**config.mk**
```make
export PLATFORM = sky130hd
export DESIGN_NAME = rau_divider
export DESIGN_NICKNAME = d
export VERILOG_FILES = /design/src/design/assert_macros.svh /design/src/design/rau_pkg.sv /design/src/design/rau_divider.sv
export SDC_FILE = /design/constraint.sdc
export NUM_CORES = 1
export LEC_CHECK = 0
export ABC_AREA = 1
export ABC_CLOCK_PERIOD_IN_PS = 10000
export BUFFER_PORTS_ARGS = -buffer_cell sky130_fd_sc_hd__buf_2
export CORE_MARGIN = 2
export CORE_UTILIZATION = 27
export DETAILED_ROUTE_END_ITERATION = 7
export SETUP_SLACK_MARGIN = 0.4
export SLEW_MARGIN = 30
export SYNTH_ARGS = -nofsm -noshare
export SYNTH_HDL_FRONTEND = slang
export SYNTH_SLANG_ARGS = --single-unit
```
**constraint.sdc**
```tcl
create_clock -name clock -period 10 [get_ports clock]
set_clock_uncertainty 0.15 [all_clocks]
set_input_delay 2 -clock clock [delete_from_list [all_inputs] [get_ports clock]]
set_output_delay 2 -clock clock [all_outputs]
set_load 0.05 [all_outputs]
```
**src/design/assert_macros.svh**
```systemverilog
// assertion macros shared by the rational arithmetic unit
`ifndef ASSERT_MACROS_SVH
`define ASSERT_MACROS_SVH

// implication checked every clock, held off while in reset
`define ASSERT_IMPLIES(label, clk, rst, ante, cons, msg) \
   label: assert property (@(posedge clk) disable iff (rst) (ante) |-> (cons)) \
      else $error(msg);

// implication checked on the clock after the antecedent
`define ASSERT_NEXT(label, clk, rst, ante, cons, msg) \
   label: assert property (@(posedge clk) disable iff (rst) (ante) |=> (cons)) \
      else $error(msg);

`endif

```
**src/design/rau_pkg.sv**
```systemverilog
// package of the rational arithmetic unit: operation codes, widths, sequencer states
package rau_pkg;

   localparam int OperandWidthDefault = 32;
   localparam int NumWidth = 32;
   localparam int DenWidth = 31;
   localparam int ResNumWidth = 64;
   localparam int ResDenWidth = 63;
   localparam int WideWidth = 64;
   localparam int CountWidth = 7;

   typedef enum logic [3:0] {
      OP_ADD = 4'd0, OP_SUB = 4'd1, OP_MUL = 4'd2, OP_DIV = 4'd3,
      OP_MOD = 4'd4, OP_FRAC = 4'd5, OP_INC = 4'd6, OP_DEC = 4'd7,
      OP_EQ = 4'd8, OP_NE = 4'd9, OP_GT = 4'd10, OP_LT = 4'd11,
      OP_GE = 4'd12, OP_LE = 4'd13, OP_TOINT = 4'd14, OP_NONE = 4'd15
   } op_type;

   typedef enum logic [4:0] {
      ST_IDLE, ST_MUL1, ST_MUL2, ST_MUL3, ST_SUM, ST_MODQ, ST_MODR, ST_MODF,
      ST_MODSUM, ST_GCD_START, ST_GCD_WAIT, ST_RED_NUM, ST_RED_NUM_WAIT,
      ST_RED_DEN, ST_RED_DEN_WAIT, ST_DIRECT, ST_FRACW, ST_INTW, ST_DONE
   } state_type;

   // handshake between sequencer and shared divider
   typedef struct packed {
      logic start;
      logic [WideWidth-1:0] dividend;
      logic [WideWidth-1:0] divisor;
   } div_req_type;

   typedef struct packed {
      logic done;
      logic [WideWidth-1:0] quotient;
      logic [WideWidth-1:0] remainder;
   } div_rsp_type;

endpackage

```
**src/design/rau_divider.sv**
```systemverilog
// shared unsigned 64-bit restoring divider, one quotient bit per cycle
module rau_divider (
   input  logic                 clock,
   input  logic                 reset,
   input  rau_pkg::div_req_type req,
   output rau_pkg::div_rsp_type rsp
);
   import rau_pkg::*;

   logic                 busy_ff, busy_in;
   logic                 done_ff, done_in;
   logic [CountWidth-1:0] count_ff, count_in;
   logic [WideWidth-1:0] quot_ff, quot_in;
   logic [WideWidth-1:0] rem_ff, rem_in;
   logic [WideWidth-1:0] dsor_ff, dsor_in;
   logic [WideWidth:0]   trial;
   logic [WideWidth:0]   shifted;

   // one shift and subtract step
   always_comb begin
      busy_in  = busy_ff;
      done_in  = 1'b0;
      count_in = count_ff;
      quot_in  = quot_ff;
      rem_in   = rem_ff;
      dsor_in  = dsor_ff;
      shifted  = {rem_ff, quot_ff[WideWidth-1]};
      trial    = shifted - {1'b0, dsor_ff};
      if (req.start) begin
         busy_in  = 1'b1;
         count_in = '0;
         quot_in  = req.dividend;
         rem_in   = '0;
         dsor_in  = req.divisor;
      end else if (busy_ff) begin
         if (!trial[WideWidth]) begin
            rem_in = trial[WideWidth-1:0];
            quot_in = {quot_ff[WideWidth-2:0], 1'b1};
         end else begin
            rem_in = shifted[WideWidth-1:0];
            quot_in = {quot_ff[WideWidth-2:0], 1'b0};
         end
         count_in = count_ff + 1'b1;
         if (count_ff == CountWidth'(WideWidth - 1)) begin
            busy_in = 1'b0;
            done_in = 1'b1;
         end
      end
   end

   always_ff @(posedge clock) begin
      if (reset) begin
         busy_ff <= 1'b0;
         done_ff <= 1'b0;
         count_ff <= '0;
      end else begin
         busy_ff <= busy_in;
         done_ff <= done_in;
         count_ff <= count_in;
      end
      quot_ff <= quot_in;
      rem_ff  <= rem_in;
      dsor_ff <= dsor_in;
   end

   assign rsp.done      = done_ff;
   assign rsp.quotient  = quot_ff;
   assign rsp.remainder = rem_ff;

endmodule

```
# After elaboration in Yosys (flattened, before gate mapping)
# Index checks and enable logic that the tools add are counted.
[word_totals]
wordCells = 21
register_bits = 201
out_inout_bits = 129
[op_classes]
n_mux = 8
addsub = 2
n_reduce_logical = 3
n_eq_ne = 1
bitwise = 1
[ops]
columns = ["cell", "n"]
rows = [
  ["64-bit two-way mux", 3],
  ["65-bit by 64-bit subtractor with 65-bit output", 1],
  ["7-bit by 1-bit adder with 7-bit output, second input constant", 1],
  ["7-bit by 6-bit == test with 1-bit output, second input constant", 1],
  ["1-bit two-way mux", 5],
  ["3-bit OR reduction", 1],
  ["2-bit nonzero test", 1],
  ["2-bit OR reduction", 1],
  ["1-bit inverter", 1],
]

# Longest topological paths before layout
# Gate-level depths: netlist of run 1.
[logic_depth]
depth_word = 4
ltp_mapped = 21
depth_no_buf = 19

# Least setup slack after synthesis of run 1
# Ideal clock, no wire load.
[synth_path]
kind = "in2reg"
startpoint = "input port req[128] (netlist bit)"
endpoint = "register quot_ff[0] (enable)"
t_arrival_ns = 3.966
setup_time_ns = 0.418
setup_slack_ns = 5.466
path_buffers = 3
path_stages = 5
path_cell_list = "clkbuf_1 nor2_1 clkbuf_1 clkbuf_1 inv_1"
[synth_between]
elab_chain_cells = 1
[synth_lines]
columns = ["item", "line_no", "rtl"]
rows = [
  ["start: declaration", "rau_divider.sv:5", "input rau_pkg::div_req_type req,"],
  ["2-bit nonzero test (no line)", "n/a", ""],
  ["end signal: assignment", "rau_divider.sv:61", "quot_ff <= quot_in;"],
  ["end: declaration", "rau_divider.sv:13", "logic [WideWidth-1:0] quot_ff, quot_in;"],
]
# Every way passes these cells.
# A chain may end at the register's enable or synchronous reset.

# Worst setup path in the final report of run 1
[layout_path]
startpoint = "register quot_ff[63]"
endpoint = "register quot_ff[0] (data pin)"
[layout_between]
elab_chain_cells = 4
[layout_lines]
columns = ["item", "line_no", "rtl"]
rows = [
  ["65-bit by 64-bit subtractor with 65-bit output", "rau_divider.sv:28", "trial = shifted - {1'b0, dsor_ff};"],
  ["1-bit two-way mux", "rau_divider.sv:36", "if (!trial[WideWidth]) begin"],
  ["64-bit two-way mux", "rau_divider.sv:35", "end else if (busy_ff) begin"],
  ["64-bit two-way mux", "rau_divider.sv:29", "if (req.start) begin"],
  ["via quot_in[0]", "rau_divider.sv:13", ""],
]
# The timed path passes the listed nets, and every way through them passes these cells. The select of a mux whose other input is x is not followed.

==> results of run 1 <==
sequential cells by signal, summed over array words and instances, names as in the netlist:
register and flops:
done_ff 1, rem_ff 64, count_ff 7, busy_ff 1, quot_ff 64, dsor_ff 64
layout make-up:
cell class / count / area, um2
inverters: 514 / 1932
repair buffers: 266 / 1355
diodes: 1 / 2.502
fillers: 5919 / 35440
flip-flops and latches: 201 / 5305
well taps: 688 / 860.8
multi-input cells: 1542 / 7027
clock inverters: 7 / 66.31
clock buffers: 40 / 774.5
cell usage in the layout (no fill, tap or decap), types with 3 or more instances in the layout:
cell	count
dfxtp_1	73
nor2_1	104
edfxtp_1	128
nand3b_1	6
inv_2	4
o21ai_0	17
ha_1	65
nand4_1	9
inv_1	508
nor3_1	18
clkbuf_8	5
nor2_4	4
a21oi_1	50
nor2_2	6
nand2_2	21
xnor2_1	26
nand2_1	1073
buf_4	7
and3_1	3
nand3_1	122
nand2_4	3
xor2_1	5
clkinv_2	3
clkbuf_16	27
buf_2	258
clkbuf_1	8
cells by family after synthesis:
logic type      share of synthesized area (%)
compound gates                          2.652
fa+ha+maj                               5.753
xor+xnor                                1.874
buf+inv                                 14.97
flops                                   36.62
simple gates                            38.13
worst max path at each step:
| stage | from | to | slack [ns] | cells after the start |
|---|---|---|---|---|
| global placement | req[128] | count_ff[6] | 6.08 | 6 |
| floorplan | req[128] | quot_ff[0] | 5.47 | 5 |
| global route | quot_ff[63] | rem_ff[23] | 6.02 | 20 |
| CTS | quot_ff[63] | quot_ff[0] | 6.28 | 18 |
| finish | quot_ff[63] | quot_ff[0] | 6.35 | 18 |
| detailed placement | req[128] | count_ff[6] | 6.06 | 6 |
tightest hold or removal path, stage by stage, from the launching register on:
cell	delay, ns
dfxtp_1	0.32
inv_1	0.06
a21oi_1	0.05
power by group through the flow:
stage               combinational [mW]  clock, mW  sequential [mW]
detailed placement               0.349          0            0.985
CTS                              0.349      0.953            0.970
floorplan                        0.141          0             1.07
global placement                 0.348          0            0.986
finish                           0.346      0.920            0.969
global route                     0.382      0.986            0.974
layer usage:
layer	wire, um	track usage, %	part of all wire, %
met2	21250	28.08	44
met1	21580	22.14	45
met5	105	0	0.22
met3	3679	4.409	7.7
met4	1166	4.208	2.4
==> metrics, run 1 <==
run status=complete, no violations; Placer Congestion=0.9516; Slew @ Worst Pin=0.8800 ns; Sw Ratio=29.82%; crit path DAT=3.79 ns; placed cell count=3211; Finished Cell Area=17320 um2; I/O pin cnt=260; final setup fails=0; Root Driver=clkbuf_16; top cells by count, synth=nand2_1, inv_1, edfxtp_1; top-area cell type share of the netlist area=27.81%; Max Clock Freq=0.2742 GHz; Worst Hold Slack=0.3276 ns; CP endpoint kind=register; CTS tree=built; WHS Path Cells=2; final core utilization=32.83%; largest net degree at the start of global routing=87; Setup crit start kind=register; fin. max-slew vios=0; setup repair bufs after CTS=0; Tcrit/Tclk final=36.47%; critical path type=register to register; Pre-antenna DRT Iters=5; worst path required time=10.14 ns; post-synth cell types=36; reg-to-reg endpoint=quot_ff[0]; Syn. warnings=0; clock power share=41.2%; iteration-0 DRC count of the detailed router=901; CTS resizes=0; sequential power share=43.4%; Nets=2748; Hold Buf Count CTS=0; Congestion Overflow GR=0; Pwr Total=2.235 mW; P&R area growth vs syn=19.59%; Pint=1.568 mW; Post-synth EDFFs=128; synthesized area=14490 um2; vias in the first global route=13600; Initial Util=27.45%; most used cell, CP=nand2_2; Core Area=52760 um2; largest area contributor in the synthesized netlist=nand2_1; Reg clk slew, reported paths=0.06 ns; most common cell in the netlist=nand2_1; Sw Pwr=666.5 uW; main flop type after synthesis=edfxtp_1; min Tclk post-route=3.647 ns; Crit path max-delay family=simple AND/OR/NAND/NOR gates; initial antenna violation count=9; Worst IR Drop VDD=113.0 uV; die width=235.6 um; Slew Limit Headroom=41.34%; syn avg cell area=6.301 um2; Worst Hold End=count_ff[5]; filler-free cell count of the finished design=3259; Wirelength per Cell=14.66 um; share of layout cells above drive strength 1=13.54%; clk_lat worst skew=0.58 ns; Die Area=55520 um2; height of the die=235.6 um; combinational share of power=15.5%; Clock Sinks=201; port buffer count=259; Pleak=10.02 nW; CTS Buf Count=26; first-pass GRT wire length=75240 um; setup_tns=0 ns; worst reg2reg path startpoint=quot_ff[63]; Hold Path Origin=count_ff[5]; Via Count=13870; async set-or-reset flop fraction in the synthesized netlist=0%; Setup WS post-layout=6.353 ns; Final Hold Viols=0; Placed Area=16480 um2; post-synth net total=2496; power per cell area=129.0 nW/um2; # H-tree levels=1; vias per std cell=4.257; HP Class=register to register; Post-route DRC=0; HPWL after DPL=38450 um; top cells by area, synth=nand2_1, edfxtp_1, inv_1; Post-Syn Instances=2299; flop2flop setup slack=6.35 ns; WL final=47770 um; FP Rows=84; R2R depth=18; clk buf depth=3; sequential area share after synthesis=36.62%; Max stage delay on crit path=0.53 ns; Setup WS pre-CTS=6.057 ns; CP bufs+invs=3; Routed Antenna Nets=0; CP Max Fanout=34; crit-path cells=inv_1 -> ha_1 -> fa_1 -> inv_1 -> nand2_1 -> nand2_1 -> nand3_1 -> nand2_2 -> nand2_1 -> nand2_2 -> nand2_1 -> nand2_2 -> nand2_4 -> nand2_4 -> nand2_2 -> nand2_2 -> buf_4 -> o21ai_0; Crit-path slowest cell=nand2_2; GRT Util Overall=17.02%; FF+latch count, synth=201; RSZ-0062 raised after global routing=false; max-cap viol count=0
No activity file was read; power rests on OpenSTA's default activity.
==> run 2: changes to the inputs <==
Settings changed: ABC_CLOCK_PERIOD_IN_PS 10000 to 3650.
Clock period 10 ns to 3.65 ns, I/O delays scaled along.
==> metrics, run 2 (same netlist as run 1, synthesis figures left out) <==
run status=complete, no violations; die width=235.6 um (unchanged); HPWL after DPL=39040 um (+1.5%); Congestion Overflow GR=0 (unchanged); max-cap viol count=0 (unchanged); initial antenna violation count=10 (+1); clk buf depth=3 (unchanged); Pleak=10.06 nW (+0.44%); critical path type=register to register; share of layout cells above drive strength 1=13.83% (+0.29 points); Fillers=5954 (+0.59%); Reg clk slew, reported paths=0.07 ns (about the same); Via Count=13850 (-0.14%); Max stage delay on crit path=0.41 ns (-0.12 ns); Worst Hold Slack=0.1713 ns (-0.1563 ns); sequential power share=42.3% (-1.1 points); CP Max Fanout=34 (unchanged); Pre-antenna DRT Iters=5 (unchanged); Tcrit/Tclk final=79.88% (+43 points); combinational share of power=15.2% (-0.3 points); Clock Sinks=201 (unchanged); CP endpoint kind=register; fin. max-slew vios=0 (unchanged); vias per std cell=4.243 (-0.33%); CTS Buf Count=25 (-3.8%); Final Hold Viols=0 (unchanged); Slew @ Worst Pin=0.7700 ns (-0.1099 ns); WL final=48190 um (+0.86%); iteration-0 DRC count of the detailed router=870 (-3.4%); Setup crit start kind=register; Slew Limit Headroom=48.56% (+7.2 points); Initial Util=27.45% (unchanged); Routed Antenna Nets=0 (unchanged); height of the die=235.6 um (unchanged); Sw Pwr=1.856 mW (+180%); FP Rows=84 (unchanged); GRT Util Overall=17.20% (+0.18 points); port buffer count=259 (unchanged); min Tclk post-route=2.916 ns (-0.7316 ns); Wirelength per Cell=14.76 um (+0.68%); clk_lat worst skew=0.58 ns (about the same); crit path DAT=3.07 ns (-0.72 ns); Nets=2752 (+0.15%); first-pass GRT wire length=75370 um (+0.16%); vias in the first global route=13380 (-1.6%); Placer Congestion=0.9437 (-0.83%); Core Area=52760 um2 (unchanged); Crit-path slowest cell=fa_1; Sw Ratio=29.59% (-0.23 points); Max Clock Freq=0.3430 GHz (+25%); commonest non-fill, non-tap cell in the layout=nand2_1; # H-tree levels=1 (unchanged); P&R area growth vs syn=20.26%; I/O pin cnt=260 (unchanged); clock power share=42.5% (+1.3 points); worst path required time=3.80 ns (-6.34 ns); crit-path cells=inv_1 -> ha_1 -> fa_1 -> inv_1 -> nand2_1 -> nand2_1 -> nand3_1 -> nand2_2 -> nand2_1 -> nand2_2 -> nand2_1 -> nand2_2 -> nand2_4 -> nand2_4 -> nand2_2 -> nand2_2 -> buf_6 -> o21ai_0; most used cell, CP=nand2_2; most frequent cells in the layout=nand2_1, inv_1, buf_2, edfxtp_1, nand3_1; Worst IR Drop VDD=344.0 uV (+200%); HP Class=input pin to register; setup_tns=0 ns (unchanged); biggest regs=dsor_ff: 64 flops, quot_ff: 64 flops, rem_ff: 64 flops; largest net degree at the start of global routing=66 (-24%); Post-route DRC=0 (unchanged); CTS tree=built; power per cell area=360.0 nW/um2 (+180%); RSZ-0062 raised after global routing=false; Pint=4.416 mW (+180%); final setup fails=0 (unchanged); Root Driver=clkbuf_16; flop2flop setup slack=0.73 ns (-5.62 ns); Die Area=55520 um2 (unchanged)
-- run 2: repair_timing --
item	CTS	global route
buffers inserted	0	0
hold buffers	0	0
endpoints found under the setup margin	0	19
resized for setup	0	2
-- run 2: final timing paths --
path,cells after the start,startpoint,endpoint
setup / recovery,18,quot_ff[63],quot_ff[0]
hold / removal,1,req[3],dsor_ff[3]
setup reg to reg,18,quot_ff[63],quot_ff[0]
hold reg to reg,2,count_ff[5],count_ff[5]
-- run 2: through the flow --
stage	cell area (um2)	power (mW)	setup slack, ns	cells	utilization (%)
2_1_floorplan	14490	3.326	0.4467	2299	-
3_3_place_gp	16540	3.655	0.6846	3216	31.35
3_5_place_dp	16540	3.656	0.6167	3216	31.35
4_1_cts	17410	6.372	0.5974	3262	32.99
5_1_grt	17410	6.558	0.4196	3262	33.00
6_report	17420	6.272	0.7343	3265	33.02
-- run 2: power groups by stage --
stage	sequential [mW]	combinational, mW	clock [mW]
after detailed placement	2.70	0.961	0
after global routing	2.67	1.05	2.84
after CTS	2.65	0.962	2.76
after floorplan	2.94	0.388	0
after global placement	2.70	0.959	0
final	2.65	0.953	2.67
-- run 2: cell type report --
cell class	instances	area, um2	share of cell area (%)
tap	688	860.8	4.941
multi-input combinational	1542	7027	40.34
inverter	514	1933	11.10
sequential	201	5305	30.45
clock inverter	18	209.0	1.199
clock buffer	28	656.9	3.771
timing repair buffer	271	1421	8.159
antenna	3	7.507	0.04309
-- run 2: per-layer routing --
| layer | share of wire, % | track usage [%] | up-vias |
|---|---|---|---|
| li1 | - | - | 7357 |
| met2 | 45 | 29.09 | 407 |
| met5 | 0.18 | 0 | - |
| met1 | 44 | 21.64 | 6010 |
| met4 | 2.4 | 3.995 | 14 |
| met3 | 7.8 | 4.855 | 66 |
-- run 2: critical path, delay by kind of cell, from the launching register on --
kind,cells,cell delay (ns)
compound gates,1,0.12
simple gates,12,0.95
flops,1,0.34
fa+ha+maj,2,0.62
buf+inv,3,0.46
